## config.mk

```make
export PLATFORM = sky130hd
export DESIGN_NAME = ps2_host_serial_transceiver_unit_flat
export DESIGN_NICKNAME = d
export VERILOG_FILES = /design/src/ps2h_pkg.sv /design/src/ps2h_req_if.sv /design/src/ps2h_rsp_if.sv /design/src/ps2_host_serial_transceiver_unit.sv /design/src/flat_wrapper.sv
export SDC_FILE = /design/constraint.sdc
export NUM_CORES = 1
export LEC_CHECK = 0
export CAP_MARGIN = 0
export CORE_UTILIZATION = 55
export DETAILED_ROUTE_END_ITERATION = 10
export DONT_BUFFER_PORTS = 1
export GPL_ROUTABILITY_DRIVEN = 1
export PLACE_DENSITY_LB_ADDON = 0.3
export SLEW_MARGIN = 20
export SYNTH_ARGS = -nofsm -noshare
export SYNTH_HDL_FRONTEND = slang
export SYNTH_SLANG_ARGS = --single-unit
```

## constraint.sdc

```tcl
create_clock -name clock -period 4.8 [get_ports clock]
set_input_delay 0.24 -clock clock [delete_from_list [all_inputs] [get_ports clock]]
set_output_delay 0.24 -clock clock [all_outputs]
set_load 0.02 [all_outputs]
```

## src/ps2h_pkg.sv

```systemverilog
// shared widths, operation codes, register indexes, reset timings, bit counts and sequencer codes of the ps2 host
`default_nettype none
package ps2h_pkg;

   localparam int OP_W    = 2;
   localparam int BYTE_W  = 8;
   localparam int TIMER_W = 24;
   localparam int PHASE_W = 4;
   localparam int COUNT_W = 4;
   localparam int CSR_IDX_W  = 2;
   localparam int CSR_DATA_W = 24;

   localparam logic [OP_W-1:0] OP_TICK = 2'd0;
   localparam logic [OP_W-1:0] OP_SEND = 2'd1;
   localparam logic [OP_W-1:0] OP_RECV = 2'd2;

   localparam logic [CSR_IDX_W-1:0] CSR_INHIBIT  = 2'd0;
   localparam logic [CSR_IDX_W-1:0] CSR_HOLD     = 2'd1;
   localparam logic [CSR_IDX_W-1:0] CSR_SETTLE   = 2'd2;
   localparam logic [CSR_IDX_W-1:0] CSR_TIMEOUT  = 2'd3;

   localparam logic [15:0]        INHIBIT_RESET = 16'd300;
   localparam logic [9:0]         HOLD_RESET    = 10'd10;
   localparam logic [9:0]         SETTLE_RESET  = 10'd50;
   localparam logic [TIMER_W-1:0] TIMEOUT_RESET = 24'd100000;

   localparam logic [PHASE_W-1:0] PH_IDLE     = 4'd0;
   localparam logic [PHASE_W-1:0] PH_S_REL    = 4'd1;
   localparam logic [PHASE_W-1:0] PH_S_INH    = 4'd2;
   localparam logic [PHASE_W-1:0] PH_S_RTS    = 4'd3;
   localparam logic [PHASE_W-1:0] PH_S_WAIT   = 4'd4;
   localparam logic [PHASE_W-1:0] PH_S_BITS   = 4'd5;
   localparam logic [PHASE_W-1:0] PH_S_ACKD   = 4'd6;
   localparam logic [PHASE_W-1:0] PH_S_ACKC   = 4'd7;
   localparam logic [PHASE_W-1:0] PH_S_END    = 4'd8;
   localparam logic [PHASE_W-1:0] PH_R_SETTLE = 4'd9;
   localparam logic [PHASE_W-1:0] PH_R_WAIT   = 4'd10;
   localparam logic [PHASE_W-1:0] PH_R_HIGH   = 4'd11;
   localparam logic [PHASE_W-1:0] PH_R_BITS   = 4'd12;
   localparam logic [PHASE_W-1:0] PH_R_TAIL   = 4'd13;

   localparam logic [COUNT_W-1:0] BITS_PER_BYTE = 4'd8;
   localparam logic [COUNT_W-1:0] RX_FRAME_END  = 4'd10;

endpackage
`default_nettype wire

```

## src/ps2h_req_if.sv

```systemverilog
// request channel: operation word with sampled line levels and send byte
`default_nettype none
interface ps2h_req_if;
   logic                           valid;
   logic                           ready;
   logic [ps2h_pkg::OP_W-1:0]      op;
   logic                           clock_line;
   logic                           data_line;
   logic [ps2h_pkg::BYTE_W-1:0]    send_byte;

   modport source (output valid, output op, output clock_line, output data_line,
                   output send_byte, input ready);
   modport sink   (input valid, input op, input clock_line, input data_line,
                   input send_byte, output ready);
endinterface
`default_nettype wire

```

## src/ps2h_rsp_if.sv

```systemverilog
// response channel: line drives and status word of the ps2 host
`default_nettype none
interface ps2h_rsp_if;
   logic                           valid;
   logic                           ready;
   logic                           clock_drive_low;
   logic                           data_drive_low;
   logic                           received_valid;
   logic [ps2h_pkg::BYTE_W-1:0]    received_byte;
   logic                           receive_timed_out;
   logic                           send_done;
   logic                           no_device;
   logic                           busy_res;

   modport source (output valid, output clock_drive_low, output data_drive_low,
                   output received_valid, output received_byte,
                   output receive_timed_out, output send_done, output no_device,
                   output busy_res, input ready);
   modport sink   (input valid, input clock_drive_low, input data_drive_low,
                   input received_valid, input received_byte,
                   input receive_timed_out, input send_done, input no_device,
                   input busy_res, output ready);
endinterface
`default_nettype wire

```

## src/ps2_host_serial_transceiver_unit.sv

```systemverilog
// ps2 host transceiver: send and receive sequencer with a registered response word
//
//  channel  dir  contents
//  req      in   op, clock_line, data_line, send_byte
//  rsp      out  clock_drive_low, data_drive_low, received_valid, received_byte,
//                receive_timed_out, send_done, no_device, busy_res
//  csr      in   csr_write_enable, csr_index, csr_write_data
//
// one word in, one word out; the response word is registered on accept
// a new word is taken every cycle while the response register is empty or being read
// rsp stall holds the response and drops req.ready; the sequencer state does not move
// reset is synchronous and returns the sequencer to idle with the default timings
`default_nettype none
module ps2_host_serial_transceiver_unit (
   input  wire                                   clock,
   input  wire                                   reset,
   ps2h_req_if.sink                              req,
   ps2h_rsp_if.source                            rsp,
   input  wire                                   csr_write_enable,
   input  wire [ps2h_pkg::CSR_IDX_W-1:0]         csr_index,
   input  wire [ps2h_pkg::CSR_DATA_W-1:0]        csr_write_data
);

   logic [15:0]                        inhibit_ff;
   logic [9:0]                         hold_ff;
   logic [9:0]                         settle_ff;
   logic [ps2h_pkg::TIMER_W-1:0]       timeout_ff;

   logic [ps2h_pkg::PHASE_W-1:0]       phase_ff, phase_in;
   logic [ps2h_pkg::TIMER_W-1:0]       timer_ff, timer_in;
   logic [ps2h_pkg::BYTE_W-1:0]        shift_ff, shift_in;
   logic [ps2h_pkg::COUNT_W-1:0]       count_ff, count_in;
   logic                               parity_ff, parity_in;
   logic                               nodev_ff, nodev_in;
   logic                               prev_clock_ff, prev_clock_in;

   logic                               rsp_valid_ff;
   logic                               cdl_ff, cdl_in;
   logic                               ddl_ff, ddl_in;
   logic                               rv_ff, rv_in;
   logic [ps2h_pkg::BYTE_W-1:0]        rbyte_ff, rbyte_in;
   logic                               rto_ff, rto_in;
   logic                               sdone_ff, sdone_in;

   logic                               accept;
   logic                               fall;
   logic [ps2h_pkg::TIMER_W-1:0]       tick_inc;
   logic [ps2h_pkg::TIMER_W-1:0]       delay_len;
   logic                               delay_hit;
   logic [ps2h_pkg::COUNT_W-1:0]       count_inc;

   assign req.ready = !rsp_valid_ff || rsp.ready;
   assign accept    = req.valid && req.ready;

   always_ff @(posedge clock) begin
      if (reset) begin
         inhibit_ff <= ps2h_pkg::INHIBIT_RESET;
         hold_ff    <= ps2h_pkg::HOLD_RESET;
         settle_ff  <= ps2h_pkg::SETTLE_RESET;
         timeout_ff <= ps2h_pkg::TIMEOUT_RESET;
      end else if (csr_write_enable) begin
         case (csr_index)
            ps2h_pkg::CSR_INHIBIT: inhibit_ff <= csr_write_data[15:0];
            ps2h_pkg::CSR_HOLD:    hold_ff    <= csr_write_data[9:0];
            ps2h_pkg::CSR_SETTLE:  settle_ff  <= csr_write_data[9:0];
            ps2h_pkg::CSR_TIMEOUT: timeout_ff <= csr_write_data[ps2h_pkg::TIMER_W-1:0];
            default: ;
         endcase
      end
   end

   always_comb begin
      case (phase_ff)
         ps2h_pkg::PH_S_REL,
         ps2h_pkg::PH_S_INH:    delay_len = {8'd0, inhibit_ff};
         ps2h_pkg::PH_S_RTS:    delay_len = {14'd0, hold_ff};
         ps2h_pkg::PH_R_SETTLE: delay_len = {14'd0, settle_ff};
         default:               delay_len = timeout_ff;
      endcase
   end

   assign tick_inc  = timer_ff + 24'd1;
   assign delay_hit = (tick_inc >= delay_len) || (tick_inc == '0);
   assign fall      = prev_clock_ff && !req.clock_line;
   assign count_inc = count_ff + 4'd1;

   always_comb begin
      phase_in      = phase_ff;
      timer_in      = timer_ff;
      shift_in      = shift_ff;
      count_in      = count_ff;
      parity_in     = parity_ff;
      nodev_in      = nodev_ff;
      prev_clock_in = prev_clock_ff;
      rv_in         = 1'b0;
      rbyte_in      = '0;
      rto_in        = 1'b0;
      sdone_in      = 1'b0;

      case (req.op)
         ps2h_pkg::OP_SEND: begin
            if (phase_ff == ps2h_pkg::PH_IDLE) begin
               shift_in  = req.send_byte;
               parity_in = 1'b1;
               count_in  = '0;
               timer_in  = '0;
               phase_in  = ps2h_pkg::PH_S_REL;
            end
         end
         ps2h_pkg::OP_RECV: begin
            if (phase_ff == ps2h_pkg::PH_IDLE) begin
               shift_in = '0;
               count_in = '0;
               timer_in = '0;
               phase_in = ps2h_pkg::PH_R_SETTLE;
            end
         end
         ps2h_pkg::OP_TICK: begin
            prev_clock_in = req.clock_line;
            case (phase_ff)
               ps2h_pkg::PH_IDLE: ;
               ps2h_pkg::PH_S_REL,
               ps2h_pkg::PH_S_INH,
               ps2h_pkg::PH_S_RTS,
               ps2h_pkg::PH_R_SETTLE: begin
                  timer_in = delay_hit ? '0 : tick_inc;
                  if (delay_hit) begin
                     case (phase_ff)
                        ps2h_pkg::PH_S_REL: phase_in = ps2h_pkg::PH_S_INH;
                        ps2h_pkg::PH_S_INH: phase_in = ps2h_pkg::PH_S_RTS;
                        ps2h_pkg::PH_S_RTS: phase_in = ps2h_pkg::PH_S_WAIT;
                        default:            phase_in = ps2h_pkg::PH_R_WAIT;
                     endcase
                  end
               end
               ps2h_pkg::PH_S_WAIT: begin
                  if (!req.clock_line) begin
                     nodev_in = 1'b0;
                     timer_in = '0;
                     phase_in = ps2h_pkg::PH_S_BITS;
                  end else if (delay_hit) begin
                     timer_in = '0;
                     nodev_in = 1'b1;
                     sdone_in = 1'b1;
                     phase_in = ps2h_pkg::PH_IDLE;
                  end else begin
                     timer_in = tick_inc;
                  end
               end
               ps2h_pkg::PH_S_BITS: begin
                  if (fall) begin
                     if (count_ff < ps2h_pkg::BITS_PER_BYTE) begin
                        parity_in = parity_ff ^ shift_ff[0];
                        shift_in  = {1'b0, shift_ff[ps2h_pkg::BYTE_W-1:1]};
                        count_in  = count_inc;
                     end else begin
                        phase_in = ps2h_pkg::PH_S_ACKD;
                     end
                  end
               end
               ps2h_pkg::PH_S_ACKD: begin
                  if (!req.data_line) phase_in = ps2h_pkg::PH_S_ACKC;
               end
               ps2h_pkg::PH_S_ACKC: begin
                  if (!req.clock_line) phase_in = ps2h_pkg::PH_S_END;
               end
               ps2h_pkg::PH_S_END: begin
                  if (req.clock_line && req.data_line) begin
                     sdone_in = 1'b1;
                     phase_in = ps2h_pkg::PH_IDLE;
                  end
               end
               ps2h_pkg::PH_R_WAIT: begin
                  if (!req.clock_line) begin
                     timer_in = '0;
                     phase_in = ps2h_pkg::PH_R_HIGH;
                  end else if (delay_hit) begin
                     timer_in = '0;
                     rv_in    = 1'b1;
                     rto_in   = 1'b1;
                     phase_in = ps2h_pkg::PH_IDLE;
                  end else begin
                     timer_in = tick_inc;
                  end
               end
               ps2h_pkg::PH_R_HIGH: begin
                  if (req.clock_line) begin
                     count_in = '0;
                     phase_in = ps2h_pkg::PH_R_BITS;
                  end
               end
               ps2h_pkg::PH_R_BITS: begin
                  if (fall) begin
                     if (count_ff < ps2h_pkg::BITS_PER_BYTE) begin
                        shift_in = {req.data_line, shift_ff[ps2h_pkg::BYTE_W-1:1]};
                     end
                     count_in = count_inc;
                     if (count_inc >= ps2h_pkg::RX_FRAME_END) phase_in = ps2h_pkg::PH_R_TAIL;
                  end
               end
               ps2h_pkg::PH_R_TAIL: begin
                  if (req.clock_line) begin
                     rv_in    = 1'b1;
                     rbyte_in = shift_ff;
                     phase_in = ps2h_pkg::PH_IDLE;
                  end
               end
               default: phase_in = ps2h_pkg::PH_IDLE;
            endcase
         end
         default: ;
      endcase

      case (phase_in)
         ps2h_pkg::PH_S_INH:  begin cdl_in = 1'b1; ddl_in = 1'b0; end
         ps2h_pkg::PH_S_RTS:  begin cdl_in = 1'b1; ddl_in = 1'b1; end
         ps2h_pkg::PH_S_WAIT: begin cdl_in = 1'b0; ddl_in = 1'b1; end
         ps2h_pkg::PH_S_BITS: begin
            cdl_in = 1'b0;
            ddl_in = (count_in < ps2h_pkg::BITS_PER_BYTE) ? !shift_in[0] : !parity_in;
         end
         default: begin cdl_in = 1'b0; ddl_in = 1'b0; end
      endcase
   end

   always_ff @(posedge clock) begin
      if (reset) begin
         phase_ff      <= ps2h_pkg::PH_IDLE;
         timer_ff      <= '0;
         shift_ff      <= '0;
         count_ff      <= '0;
         parity_ff     <= 1'b1;
         nodev_ff      <= 1'b0;
         prev_clock_ff <= 1'b1;
      end else if (accept) begin
         phase_ff      <= phase_in;
         timer_ff      <= timer_in;
         shift_ff      <= shift_in;
         count_ff      <= count_in;
         parity_ff     <= parity_in;
         nodev_ff      <= nodev_in;
         prev_clock_ff <= prev_clock_in;
      end
   end

   always_ff @(posedge clock) begin
      if (reset) begin
         rsp_valid_ff <= 1'b0;
      end else if (accept) begin
         rsp_valid_ff <= 1'b1;
      end else if (rsp.ready) begin
         rsp_valid_ff <= 1'b0;
      end
   end

   // response word
   always_ff @(posedge clock) begin
      if (accept) begin
         cdl_ff   <= cdl_in;
         ddl_ff   <= ddl_in;
         rv_ff    <= rv_in;
         rbyte_ff <= rbyte_in;
         rto_ff   <= rto_in;
         sdone_ff <= sdone_in;
      end
   end

   assign rsp.valid             = rsp_valid_ff;
   assign rsp.clock_drive_low   = cdl_ff;
   assign rsp.data_drive_low    = ddl_ff;
   assign rsp.received_valid    = rv_ff;
   assign rsp.received_byte     = rbyte_ff;
   assign rsp.receive_timed_out = rto_ff;
   assign rsp.send_done         = sdone_ff;
   assign rsp.no_device         = nodev_ff;
   assign rsp.busy_res          = (phase_ff != ps2h_pkg::PH_IDLE);

   assert property (@(posedge clock) disable iff (reset)
      rsp_valid_ff && !rsp.busy_res |-> !cdl_ff && !ddl_ff)
      else $error("line driven while idle");

   assert property (@(posedge clock) disable iff (reset)
      rsp_valid_ff && rto_ff |-> rv_ff && (rbyte_ff == '0))
      else $error("timeout without empty receive word");

   assert property (@(posedge clock) disable iff (reset)
      rsp_valid_ff && (sdone_ff || rv_ff) |-> !rsp.busy_res && !(sdone_ff && rv_ff))
      else $error("sequence end while busy or both ends at once");

   assert property (@(posedge clock) disable iff (reset)
      phase_ff == ps2h_pkg::PH_S_BITS |-> count_ff <= ps2h_pkg::BITS_PER_BYTE)
      else $error("send bit count overrun");

   assert property (@(posedge clock) disable iff (reset)
      !accept |=> $stable(phase_ff) && $stable(timer_ff))
      else $error("sequencer moved without an accepted word");

endmodule
`default_nettype wire
```

## src/flat_wrapper.sv

```systemverilog
// flat-port wrapper written by rule: the top's interface ports become plain ports
module ps2_host_serial_transceiver_unit_flat 
  (clock, reset, csr_write_enable, csr_index, csr_write_data, req_valid, req_op, req_clock_line, req_data_line, req_send_byte, req_ready, rsp_valid, rsp_clock_drive_low, rsp_data_drive_low, rsp_received_valid, rsp_received_byte, rsp_receive_timed_out, rsp_send_done, rsp_no_device, rsp_busy_res, rsp_ready);
  ps2h_req_if req_i ();
  ps2h_rsp_if rsp_i ();
  input  wire clock;
  input  wire reset;
  input  wire csr_write_enable;
  input  wire [ps2h_pkg::CSR_IDX_W-1:0] csr_index;
  input  wire [ps2h_pkg::CSR_DATA_W-1:0] csr_write_data;
  input wire logic [$bits(req_i.valid)-1:0] req_valid;
  input wire logic [$bits(req_i.op)-1:0] req_op;
  input wire logic [$bits(req_i.clock_line)-1:0] req_clock_line;
  input wire logic [$bits(req_i.data_line)-1:0] req_data_line;
  input wire logic [$bits(req_i.send_byte)-1:0] req_send_byte;
  output wire logic [$bits(req_i.ready)-1:0] req_ready;
  output wire logic [$bits(rsp_i.valid)-1:0] rsp_valid;
  output wire logic [$bits(rsp_i.clock_drive_low)-1:0] rsp_clock_drive_low;
  output wire logic [$bits(rsp_i.data_drive_low)-1:0] rsp_data_drive_low;
  output wire logic [$bits(rsp_i.received_valid)-1:0] rsp_received_valid;
  output wire logic [$bits(rsp_i.received_byte)-1:0] rsp_received_byte;
  output wire logic [$bits(rsp_i.receive_timed_out)-1:0] rsp_receive_timed_out;
  output wire logic [$bits(rsp_i.send_done)-1:0] rsp_send_done;
  output wire logic [$bits(rsp_i.no_device)-1:0] rsp_no_device;
  output wire logic [$bits(rsp_i.busy_res)-1:0] rsp_busy_res;
  input wire logic [$bits(rsp_i.ready)-1:0] rsp_ready;
  assign req_i.valid = req_valid;
  assign req_i.op = req_op;
  assign req_i.clock_line = req_clock_line;
  assign req_i.data_line = req_data_line;
  assign req_i.send_byte = req_send_byte;
  assign req_ready = req_i.ready;
  assign rsp_valid = rsp_i.valid;
  assign rsp_clock_drive_low = rsp_i.clock_drive_low;
  assign rsp_data_drive_low = rsp_i.data_drive_low;
  assign rsp_received_valid = rsp_i.received_valid;
  assign rsp_received_byte = rsp_i.received_byte;
  assign rsp_receive_timed_out = rsp_i.receive_timed_out;
  assign rsp_send_done = rsp_i.send_done;
  assign rsp_no_device = rsp_i.no_device;
  assign rsp_busy_res = rsp_i.busy_res;
  assign rsp_i.ready = rsp_ready;
  ps2_host_serial_transceiver_unit u_core (.clock(clock), .reset(reset), .req(req_i), .rsp(rsp_i), .csr_write_enable(csr_write_enable), .csr_index(csr_index), .csr_write_data(csr_write_data));
endmodule
```

; Word level (Yosys, flattened, before mapping)
; Cells that the tools add are included.
[classes]
addsub = 2
order_cmp = 4
n_eq_ne = 32
n_mux = 57
n_bitwise = 1
reduce_logical = 33
[op_table]
columns = op, n
row1 = 24-bit case mux with 2 select lines, 2
row2 = 4-bit 2-to-1 mux, 20
row3 = 24-bit 2-to-1 mux, 3
row4 = 24-bit case mux with 3 select lines, 1
row5 = 8-bit 2-to-1 mux, 6
row6 = 4-bit case mux with 11 select lines, 1
row7 = 4-bit case mux with 3 select lines, 3
row8 = 24-bit by 1-bit adder with 24-bit output (second input constant), 1
row9 = 4-bit by 3-bit == test with 1-bit output (second input constant), 6
row10 = 4-bit == test (second input constant), 6
row11 = 24-bit greater-or-equal comparator, 1
row12 = 24-bit zero test, 1
row13 = 8-bit case mux with 3 select lines, 1
row14 = 4-bit by 2-bit == test with 1-bit output (second input constant), 4
row15 = 8-bit case mux with 2 select lines, 1
row16 = 1-bit 2-to-1 mux, 14
row17 = 3-bit by 2-bit inequality test with 1-bit output (second input constant), 4
row18 = 2-bit AND reduction, 6
row19 = 2-bit OR reduction, 5
row20 = 9-bit AND reduction, 1
row21 = 4-bit < comparator (second input constant), 2
row22 = 2-bit by 1-bit inequality test with 1-bit output (second input constant), 4
row23 = 1-bit case mux with 2 select lines, 4
row24 = 4-bit case mux with 2 select lines, 1
row25 = other kinds (18), 31
[word_totals]
regBits = 117
input_bits = 43
wordCells = 148

; Depth between registers and ports, before layout
; Gate-level depths: netlist (run 1).
[depth]
depth_word = 12
mapped_depth = 19
depth_no_buf = 16

; Worst setup path before layout (run 1)
; Ideal clock, no wire load.
[synth_timing]
kind = reg-to-reg
start = register u_core.phase_ff[0] (netlist name)
end = register u_core.timer_ff[16] (netlist name)
setup_ns = 0.065
t_arrival_ns = 4.162
required_ns = 4.735
slack_ns = 0.573
stages_incl_launch_ff = 20
path_buffers = 4
path_cell_list = dfxtp_1 clkbuf_1 clkbuf_1 nor2_1 nor2_1 clkbuf_1 nand2_1 a221oi_1 nor2_1 ha_1 nand2b_1 a211oi_1 o221ai_1 a221o_1 a31oi_1 o21ai_2 nor3_2 buf_4 a22oi_1 nor2_1
[synth_via]
elab_chain_cells = 9
word_cells_on_any_way = 20
[synth_rtl]
columns = item, line
row1 = "start, declared", ps2_host_serial_transceiver_unit.sv:29  ; logic [ps2h_pkg::PHASE_W-1:0] phase_ff, phase_in;
row2 = "start signal, assigned", ps2_host_serial_transceiver_unit.sv:228  ; phase_ff <= ps2h_pkg::PH_IDLE;
row3 = "start signal, assigned", ps2_host_serial_transceiver_unit.sv:236  ; phase_ff <= phase_in;
row4 = 4-bit by 1-bit == test with 1-bit output / 4-bit by 2-bit == test with 1-bit output (equally long branches), "ps2_host_serial_transceiver_unit.sv:73, ps2_host_serial_transceiver_unit.sv:120"
row5 = 2-bit OR reduction, ps2_host_serial_transceiver_unit.sv:73  ; case (phase_ff)
row6 = 24-bit case mux with 3 select lines, ps2_host_serial_transceiver_unit.sv:73
row7 = 24-bit greater-or-equal comparator, ps2_host_serial_transceiver_unit.sv:83  ; assign delay_hit = (tick_inc >= delay_len) || (tick_inc == '0);
row8 = 1-bit logical OR, ps2_host_serial_transceiver_unit.sv:83
row9 = 24-bit 2-to-1 mux, "ps2_host_serial_transceiver_unit.sv:126, ps2_host_serial_transceiver_unit.sv:141, ps2_host_serial_transceiver_unit.sv:177"
row10 = 24-bit 2-to-1 mux, ps2_host_serial_transceiver_unit.sv:174  ; if (!req.clock_line) begin
row11 = 24-bit case mux with 2 select lines, ps2_host_serial_transceiver_unit.sv:120  ; case (phase_ff)
row12 = 24-bit case mux with 2 select lines, ps2_host_serial_transceiver_unit.sv:100  ; case (req.op)
row13 = "end signal, assigned", ps2_host_serial_transceiver_unit.sv:237  ; timer_ff <= timer_in;
row14 = "end, declared", ps2_host_serial_transceiver_unit.sv:30  ; logic [ps2h_pkg::TIMER_W-1:0] timer_ff, timer_in;
; Several ways; a longest one is shown, not always the timed one.
; A chain may end at the register's enable or synchronous reset.

; Worst setup path after layout (run 1)
[layout_timing]
start = register u_core.timer_ff[0] (netlist name)
end = register u_core.timer_ff[7] (netlist name)
[layout_via]
elab_chain_cells = 7
word_cells_on_any_way = 8
[layout_rtl]
columns = item, line
row1 = 24-bit by 1-bit adder with 24-bit output *, ps2_host_serial_transceiver_unit.sv:82  ; assign tick_inc = timer_ff + 24'd1;
row2 = 24-bit greater-or-equal comparator / 24-bit zero test (equally long branches), ps2_host_serial_transceiver_unit.sv:83
row3 = 1-bit logical OR, ps2_host_serial_transceiver_unit.sv:83
row4 = 24-bit 2-to-1 mux *, "ps2_host_serial_transceiver_unit.sv:126, ps2_host_serial_transceiver_unit.sv:141, ps2_host_serial_transceiver_unit.sv:177"
row5 = 24-bit 2-to-1 mux, ps2_host_serial_transceiver_unit.sv:174
row6 = 24-bit case mux with 2 select lines *, ps2_host_serial_transceiver_unit.sv:120
row7 = 24-bit case mux with 2 select lines *, ps2_host_serial_transceiver_unit.sv:100
; Every way passes the cells marked *; elsewhere a longest branch is shown, timed or not.

==> results.sh, run 1 <==
export IMPL_status="complete, no violations"
export IMPL_area_delta_synth_final_pct=13.7
export IMPL_start_util=0.570
export IMPL_place_congestion=0.925
export IMPL_core_area_um2=12100
export IMPL_fin_crit_ns=4.27
export IMPL_vias=6472
export IMPL_r2r_start="u_core.timer_ff[0]"
export IMPL_die_h_um=114
export IMPL_max_freq_mhz=234
export IMPL_grt_busiest_layer="met2"
export IMPL_crit_path_max_fanout=17
export IMPL_comb_power_share=0.099
export IMPL_cts_resized=0
export IMPL_yosysSeqAreaShare=0.358
export IMPL_clkPwrFrac=0.511
export IMPL_pin_count=60
export IMPL_r2r_cells=15
export IMPL_rrSetupSlack_ns=0.53
export IMPL_wirelength_um=18300
export IMPL_rows=40
export IMPL_timing_rr_end="u_core.timer_ff[7]"
export IMPL_switchingPower_mw=0.682
export IMPL_peakVddDrop_mv=0.257
export IMPL_hold_viol=0
export IMPL_synth_flop_cell="dfxtp_1"
export IMPL_antenna_cells=0
export IMPL_synth_async_reset_ratio=0
export IMPL_synth_nets=950
export IMPL_port_buffers=0
export IMPL_synth_top_family_by_area="simple AND/OR/NAND/NOR gates"
export IMPL_overflow=0
export IMPL_maxSlewHeadroom=0.233
export IMPL_drv_cap=0
export IMPL_grt_pass1_vias=6044
export IMPL_worstPathRequired_ns=5.15
export IMPL_synth_most_common_cell="nand2_1"
export IMPL_drt_wirelength_per_cell_um=17.5
export IMPL_cp_end_kind="flip-flop"
export IMPL_p_leak_nw=3.04
export IMPL_ys_warn_count=0
export IMPL_synth_edf_count=13
export IMPL_post_route_period_util=0.889
export IMPL_clock_latency_ns=0.42
export IMPL_drv_slew=0
export IMPL_netlist_instances=875
export IMPL_ys_seq_elements=117
export IMPL_synth_commonest_cells="nand2_1 (164), dfxtp_1 (104), a21oi_1 (83)"
export IMPL_ys_top_cells_by_area="dfxtp_1 (30%), nand2_1 (8.9%), a21oi_1 (6.0%)"
export IMPL_vias_per_cell=6.19
export IMPL_firstDrtPassIters=6
export IMPL_initialDrtViolationCount=673
export IMPL_grt_use_met2=0.474
export IMPL_synth_xor_area_frac=0.0355
export IMPL_rsz0062_at_grt="false"
export IMPL_clock_sinks=117
export IMPL_critical_path_arrival_ns=4.62
export IMPL_die_area_um2=13000
export IMPL_tightest_slew_ns=1.15
export IMPL_tns_ns=0
export IMPL_grt_max_degree=87
export IMPL_fin_util=0.649
export IMPL_syn_avg_cell_area_um2=7.89
export IMPL_grt_usage=0.293
export IMPL_ys_types=74
export IMPL_use_met3=0.0746
export IMPL_cts_path_max_buffers=2
export IMPL_crit_end="u_core.timer_ff[7]"
export IMPL_synth_top_area_frac=0.301
export IMPL_drive_gt1_frac=0.0753
export IMPL_hpwlAfterDp_um=12100
export IMPL_switching_share=0.255
export IMPL_internal_power_mw=1.99
export IMPL_startpoint="u_core.timer_ff[0]"
export IMPL_gr_usage_met1=0.377
export IMPL_synth_fa_ha_area_frac=0.0580
export IMPL_fin_nets=939
export IMPL_htree_levels=4
export IMPL_worst_clock_skew_ns=0.00728
export IMPL_netlist_area_um2=6910
export IMPL_cts_buffers=17
export IMPL_power_density_nw_per_um2=341
export IMPL_yosys_area_top_type="dfxtp_1"
export IMPL_worstSetupPathType="reg -> reg"
export IMPL_setup_viol=0
export IMPL_synthMuxAreaShare=0.0190
export IMPL_die_w_um=114
export IMPL_yosys_area_share_simple=0.262
export IMPL_clk_pin_slew_ns=0.06
export IMPL_startpoint_type="flip-flop"
export IMPL_drc_errors=0
export IMPL_grt_pass1_wl_um=29900
export IMPL_hp_class="in -> reg"
export IMPL_grt_antenna_before_repair=0
export IMPL_ant_nets=0
export IMPL_cts_tree="done"
export IMPL_seqPwrFrac=0.390
export IMPL_synth_compound_area_frac=0.221
export IMPL_clockRootBuffer="clkbuf_16"
-- routing by layer --
metal / part of all wire / up-vias
li1: - / 3118
met1: 0.43 / 3026
met2: 0.48 / 301
met3: 0.080 / 27
met4: 0.018 / 0
met5: 0 / -
-- metrics by stage --
stage	hold slack, ns	std cells	instance area [µm²]	worst slack [ns]	power [mW]
floorplan	0.364	875	6910	0.573	1.24
global placement	0.316	985	6910	0.809	1.28
detailed placement	0.320	985	6910	0.605	1.29
CTS	0.0331	1045	7860	0.579	2.68
global route	0.0661	1045	7860	0.173	2.76
finish	0.0365	1045	7860	0.531	2.68
-- worst max-delay path: stages, from the launching register on --
cell and delay (ns):
dfxtp_1 0.52, ha_1 0.33, nand3_1 0.30, nor4_4 0.43, nand3_1 0.16, xnor2_1 0.31, ha_1 0.32, a21oi_1 0.17
nand2_1 0.07, a21oi_1 0.14, o211ai_1 0.11, a31oi_1 0.17, buf_4 0.19, o211ai_2 0.32, or4_1 0.51, a21oi_1 0.14
-- layout by cell type, fill, tap and decap left out, types with 12 or more instances in the layout --
cell,count
nand2_1,164
dfxtp_1,104
a21oi_1,83
nor2_1,73
o21ai_0,42
nand3_1,33
ha_1,32
a22oi_1,31
dlygate4sd3_1,27
nor3_1,20
clkbuf_16,18
xnor2_1,16
inv_1,13
edfxtp_1,13
xor2_1,12
mux2i_1,12
-- sequential cells by signal, indices dropped and copies added (netlist names), 4 cells and up --
register / count
u_core.phase_ff: 4
u_core.inhibit_ff: 16
u_core.hold_ff: 10
u_core.timeout_ff: 24
u_core.rsp.received_byte: 8
u_core.shift_ff: 8
u_core.settle_ff: 10
u_core.count_ff: 4
u_core.timer_ff: 24
-- kinds of logic (layout without fill, tap and decap cells) --
logic type	count (synthesis)	count (layout)
compound gates	230	230
xor+xnor	28	28
fa+ha+maj	32	32
buf+inv	80	82
flops	117	117
mux	13	13
simple gates	375	375
-- final cells by class --
cell class	count	area, µm²
repair buffers	36	358
inverters	14	52.6
clock inverters	12	165
multi-input cells	678	4120
well taps	168	210
flip-flops and latches	117	2470
clock buffers	20	478
fillers	1001	4260
-- worst min path at each step --
stage	to	from	depth (start not counted)
2_1_floorplan	u_core.inhibit_ff[2]	csr_write_data[2]	2
3_3_place_gp	u_core.timeout_ff[8]	reset	1
3_5_place_dp	u_core.inhibit_ff[6]	reset	1
4_1_cts	u_core.rsp.no_device	req_clock_line	2
5_1_grt	u_core.rsp.no_device	req_clock_line	2
6_report	u_core.rsp.no_device	req_clock_line	2
-- power by group through the flow --
stage	logic (mW)	clock network, mW	registers, mW
2_1_floorplan	0.185	0	1.06
3_3_place_gp	0.216	0	1.06
3_5_place_dp	0.223	0	1.06
4_1_cts	0.260	1.38	1.04
5_1_grt	0.293	1.42	1.05
6_report	0.266	1.37	1.04
-- what timing repair did --
| action | 4_1_cts | 5_1_grt |
|---|---|---|
| hold endpoints to repair | 102 | 0 |
| setup endpoints to repair | 0 | 0 |
| hold buffers | 28 | 0 |
| buffers inserted | 0 | 0 |
Power figures use the tool's default switching activity.
==> inputs of run 2 (changes only) <==
Settings changed: CELL_PAD_IN_SITES_DETAIL_PLACEMENT set to 1, CELL_PAD_IN_SITES_GLOBAL_PLACEMENT set to 1, CORE_UTILIZATION 55 to 48.
==> run 2 against run 1 <==
- register-to-register slack got worse by 0.22 ns
- global-route usage grew 0.66 points
- critical path depth unchanged
- combinational power increased by 4%
- via count rose by 1.4%
- die area rose by 14%
- cell area is 0.21% lower
- flip-flop and latch count is the same
- cell count is 1.4% higher
- routed wire length is 17% higher
- critical path type unchanged
- critical endpoint unchanged
==> results.sh, run 2 (synthesis results as in run 1) <==
export IMPL_status="complete, no violations"
export IMPL_cpMaxStageDelayCell="nor4_1"
export IMPL_initialDrtViolationCount=397
export IMPL_cpPeakStageDelay_ns=0.76
export IMPL_use_met3=0.0557
export IMPL_placed_cells=999
export IMPL_worst_path_buf_inv=1
export IMPL_vias=6564
export IMPL_tightest_slew_ns=1.02
export IMPL_startpoint_type="flip-flop"
export IMPL_die_w_um=122
export IMPL_holdBufCountCts=28
export IMPL_cts_tree="done"
export IMPL_area_delta_synth_final_pct=13.5
export IMPL_crit_path_max_fanout=17
export IMPL_die_h_um=122
export IMPL_worst_clock_skew_ns=0.0122
export IMPL_grt_use_met2=0.514
export IMPL_clockRootBuffer="clkbuf_16"
export IMPL_fin_cells=1060
export IMPL_grt_max_degree=87
export IMPL_firstDrtPassIters=5
export IMPL_port_buffers=0
export IMPL_rsz0062_at_grt="false"
export IMPL_final_common_cell="nand2_1"
export IMPL_tns_ns=0
export IMPL_cts_setup_buffers=0
export IMPL_overflow=0
export IMPL_gr_usage_met1=0.369
export IMPL_rows=43
export IMPL_p_leak_nw=3.02
export IMPL_grt_antenna_before_repair=0
export IMPL_drv_cap=0
export IMPL_vias_per_cell=6.19
export IMPL_clk_pin_slew_ns=0.06
export IMPL_worstPathRequired_ns=5.15
export IMPL_clock_sinks=117
export IMPL_path_delay_family="simple AND/OR/NAND/NOR gates"
export IMPL_cts_resized=0
export IMPL_drv_slew=0
export IMPL_fin_crit_ns=4.49
export IMPL_clock_latency_ns=0.42
export IMPL_die_area_um2=14900
export IMPL_htree_levels=4
export IMPL_maxSlewHeadroom=0.320
export IMPL_wirelength_um=21500
export IMPL_cts_path_max_buffers=2
export IMPL_ant_nets=0
export IMPL_drt_wirelength_per_cell_um=20.3
export IMPL_power_density_nw_per_um2=327
export IMPL_grt_busiest_layer="met2"
export IMPL_place_congestion=0.856
export IMPL_cp_end_kind="flip-flop"
export IMPL_fin_nets=942
export IMPL_grt_pass1_wl_um=34400
export IMPL_critical_path_arrival_ns=4.83
export IMPL_crit_chain="ha_1 > nand3_1 > nor4_1 > nand3_1 > xnor2_1 > ha_1 > nand2_1 > o21ai_0 > nand2_1 > o211ai_1 > a31oi_1 > buf_4 > o211ai_2 > or4_1 > a21oi_1"
export IMPL_worstSetupPathType="reg -> reg"
export IMPL_setup_viol=0
export IMPL_hold_viol=0
export IMPL_pin_count=60
export IMPL_hp_class="in -> reg"
export IMPL_hpwlAfterDp_um=14200
export IMPL_fillers=1651
export IMPL_grt_pass1_vias=6672
export IMPL_peakVddDrop_mv=0.253
export IMPL_top_regs="u_core.timeout_ff: 24 flops, u_core.timer_ff: 24 flops, u_core.inhibit_ff: 16 flops"
export IMPL_fin_util=0.563
export IMPL_drc_errors=0
export IMPL_drive_gt1_frac=0.0739
export IMPL_max_freq_mhz=223
export IMPL_post_route_period_util=0.935
export IMPL_start_util=0.496
export IMPL_grt_usage=0.300
export IMPL_antenna_cells=0
export IMPL_cts_buffers=17
export IMPL_core_area_um2=13900
export IMPL_most_common_layout_cells="nand2_1 (164), dfxtp_1 (104), a21oi_1 (83)"
==> run 2: layout make-up <==
type	instances	area (µm²)	area share
Multi-Input combinational cell	678	4130	0.526
Sequential cell	117	2470	0.315
Inverter	14	52.6	0.00670
Tap cell	180	225	0.0287
Timing Repair Buffer	39	383	0.0488
Clock inverter	9	91.3	0.0117
Clock buffer	23	489	0.0624
==> run 2: routing by layer <==
| layer | vias up | part of all wire |
|---|---|---|
| met5 | - | 0 |
| met4 | 0 | 0.019 |
| met3 | 37 | 0.044 |
| met2 | 162 | 0.50 |
| met1 | 3253 | 0.43 |
| li1 | 3112 | - |
==> run 2: final timing paths <==
path                                     startpoint                    to  slack, ns  depth (start not counted)
worst max-delay path             u_core.timer_ff[0]    u_core.timer_ff[7]       0.31                         15
worst min-delay path              csr_write_data[9]  u_core.inhibit_ff[9]       0.02                          2
worst max register to register   u_core.timer_ff[0]    u_core.timer_ff[7]       0.31                         15
worst min register to register  u_core.settle_ff[6]   u_core.settle_ff[6]       0.45                          2
==> run 2: stage by stage <==
stage                     area [µm²]  power [mW]  worst slack, ns  hold slack (ns)
final                           7840        2.57            0.312           0.0197
after CTS                       7820        2.57            0.356          0.00246
after floorplan                 6910        1.24            0.573            0.364
after global placement          6940        1.29            0.748            0.316
after detailed placement        6940        1.30            0.402            0.317
after global routing            7840        2.66           0.0543           0.0310
==> run 2: power by group <==
part | leakage [nW] | switching, mW | internal [mW] | total, mW
Combinational | 1.76 | 0.179 | 0.0973 | 0.277
Sequential | 0.977 | 0.0276 | 1.02 | 1.05
Clock | 0.280 | 0.469 | 0.774 | 1.24
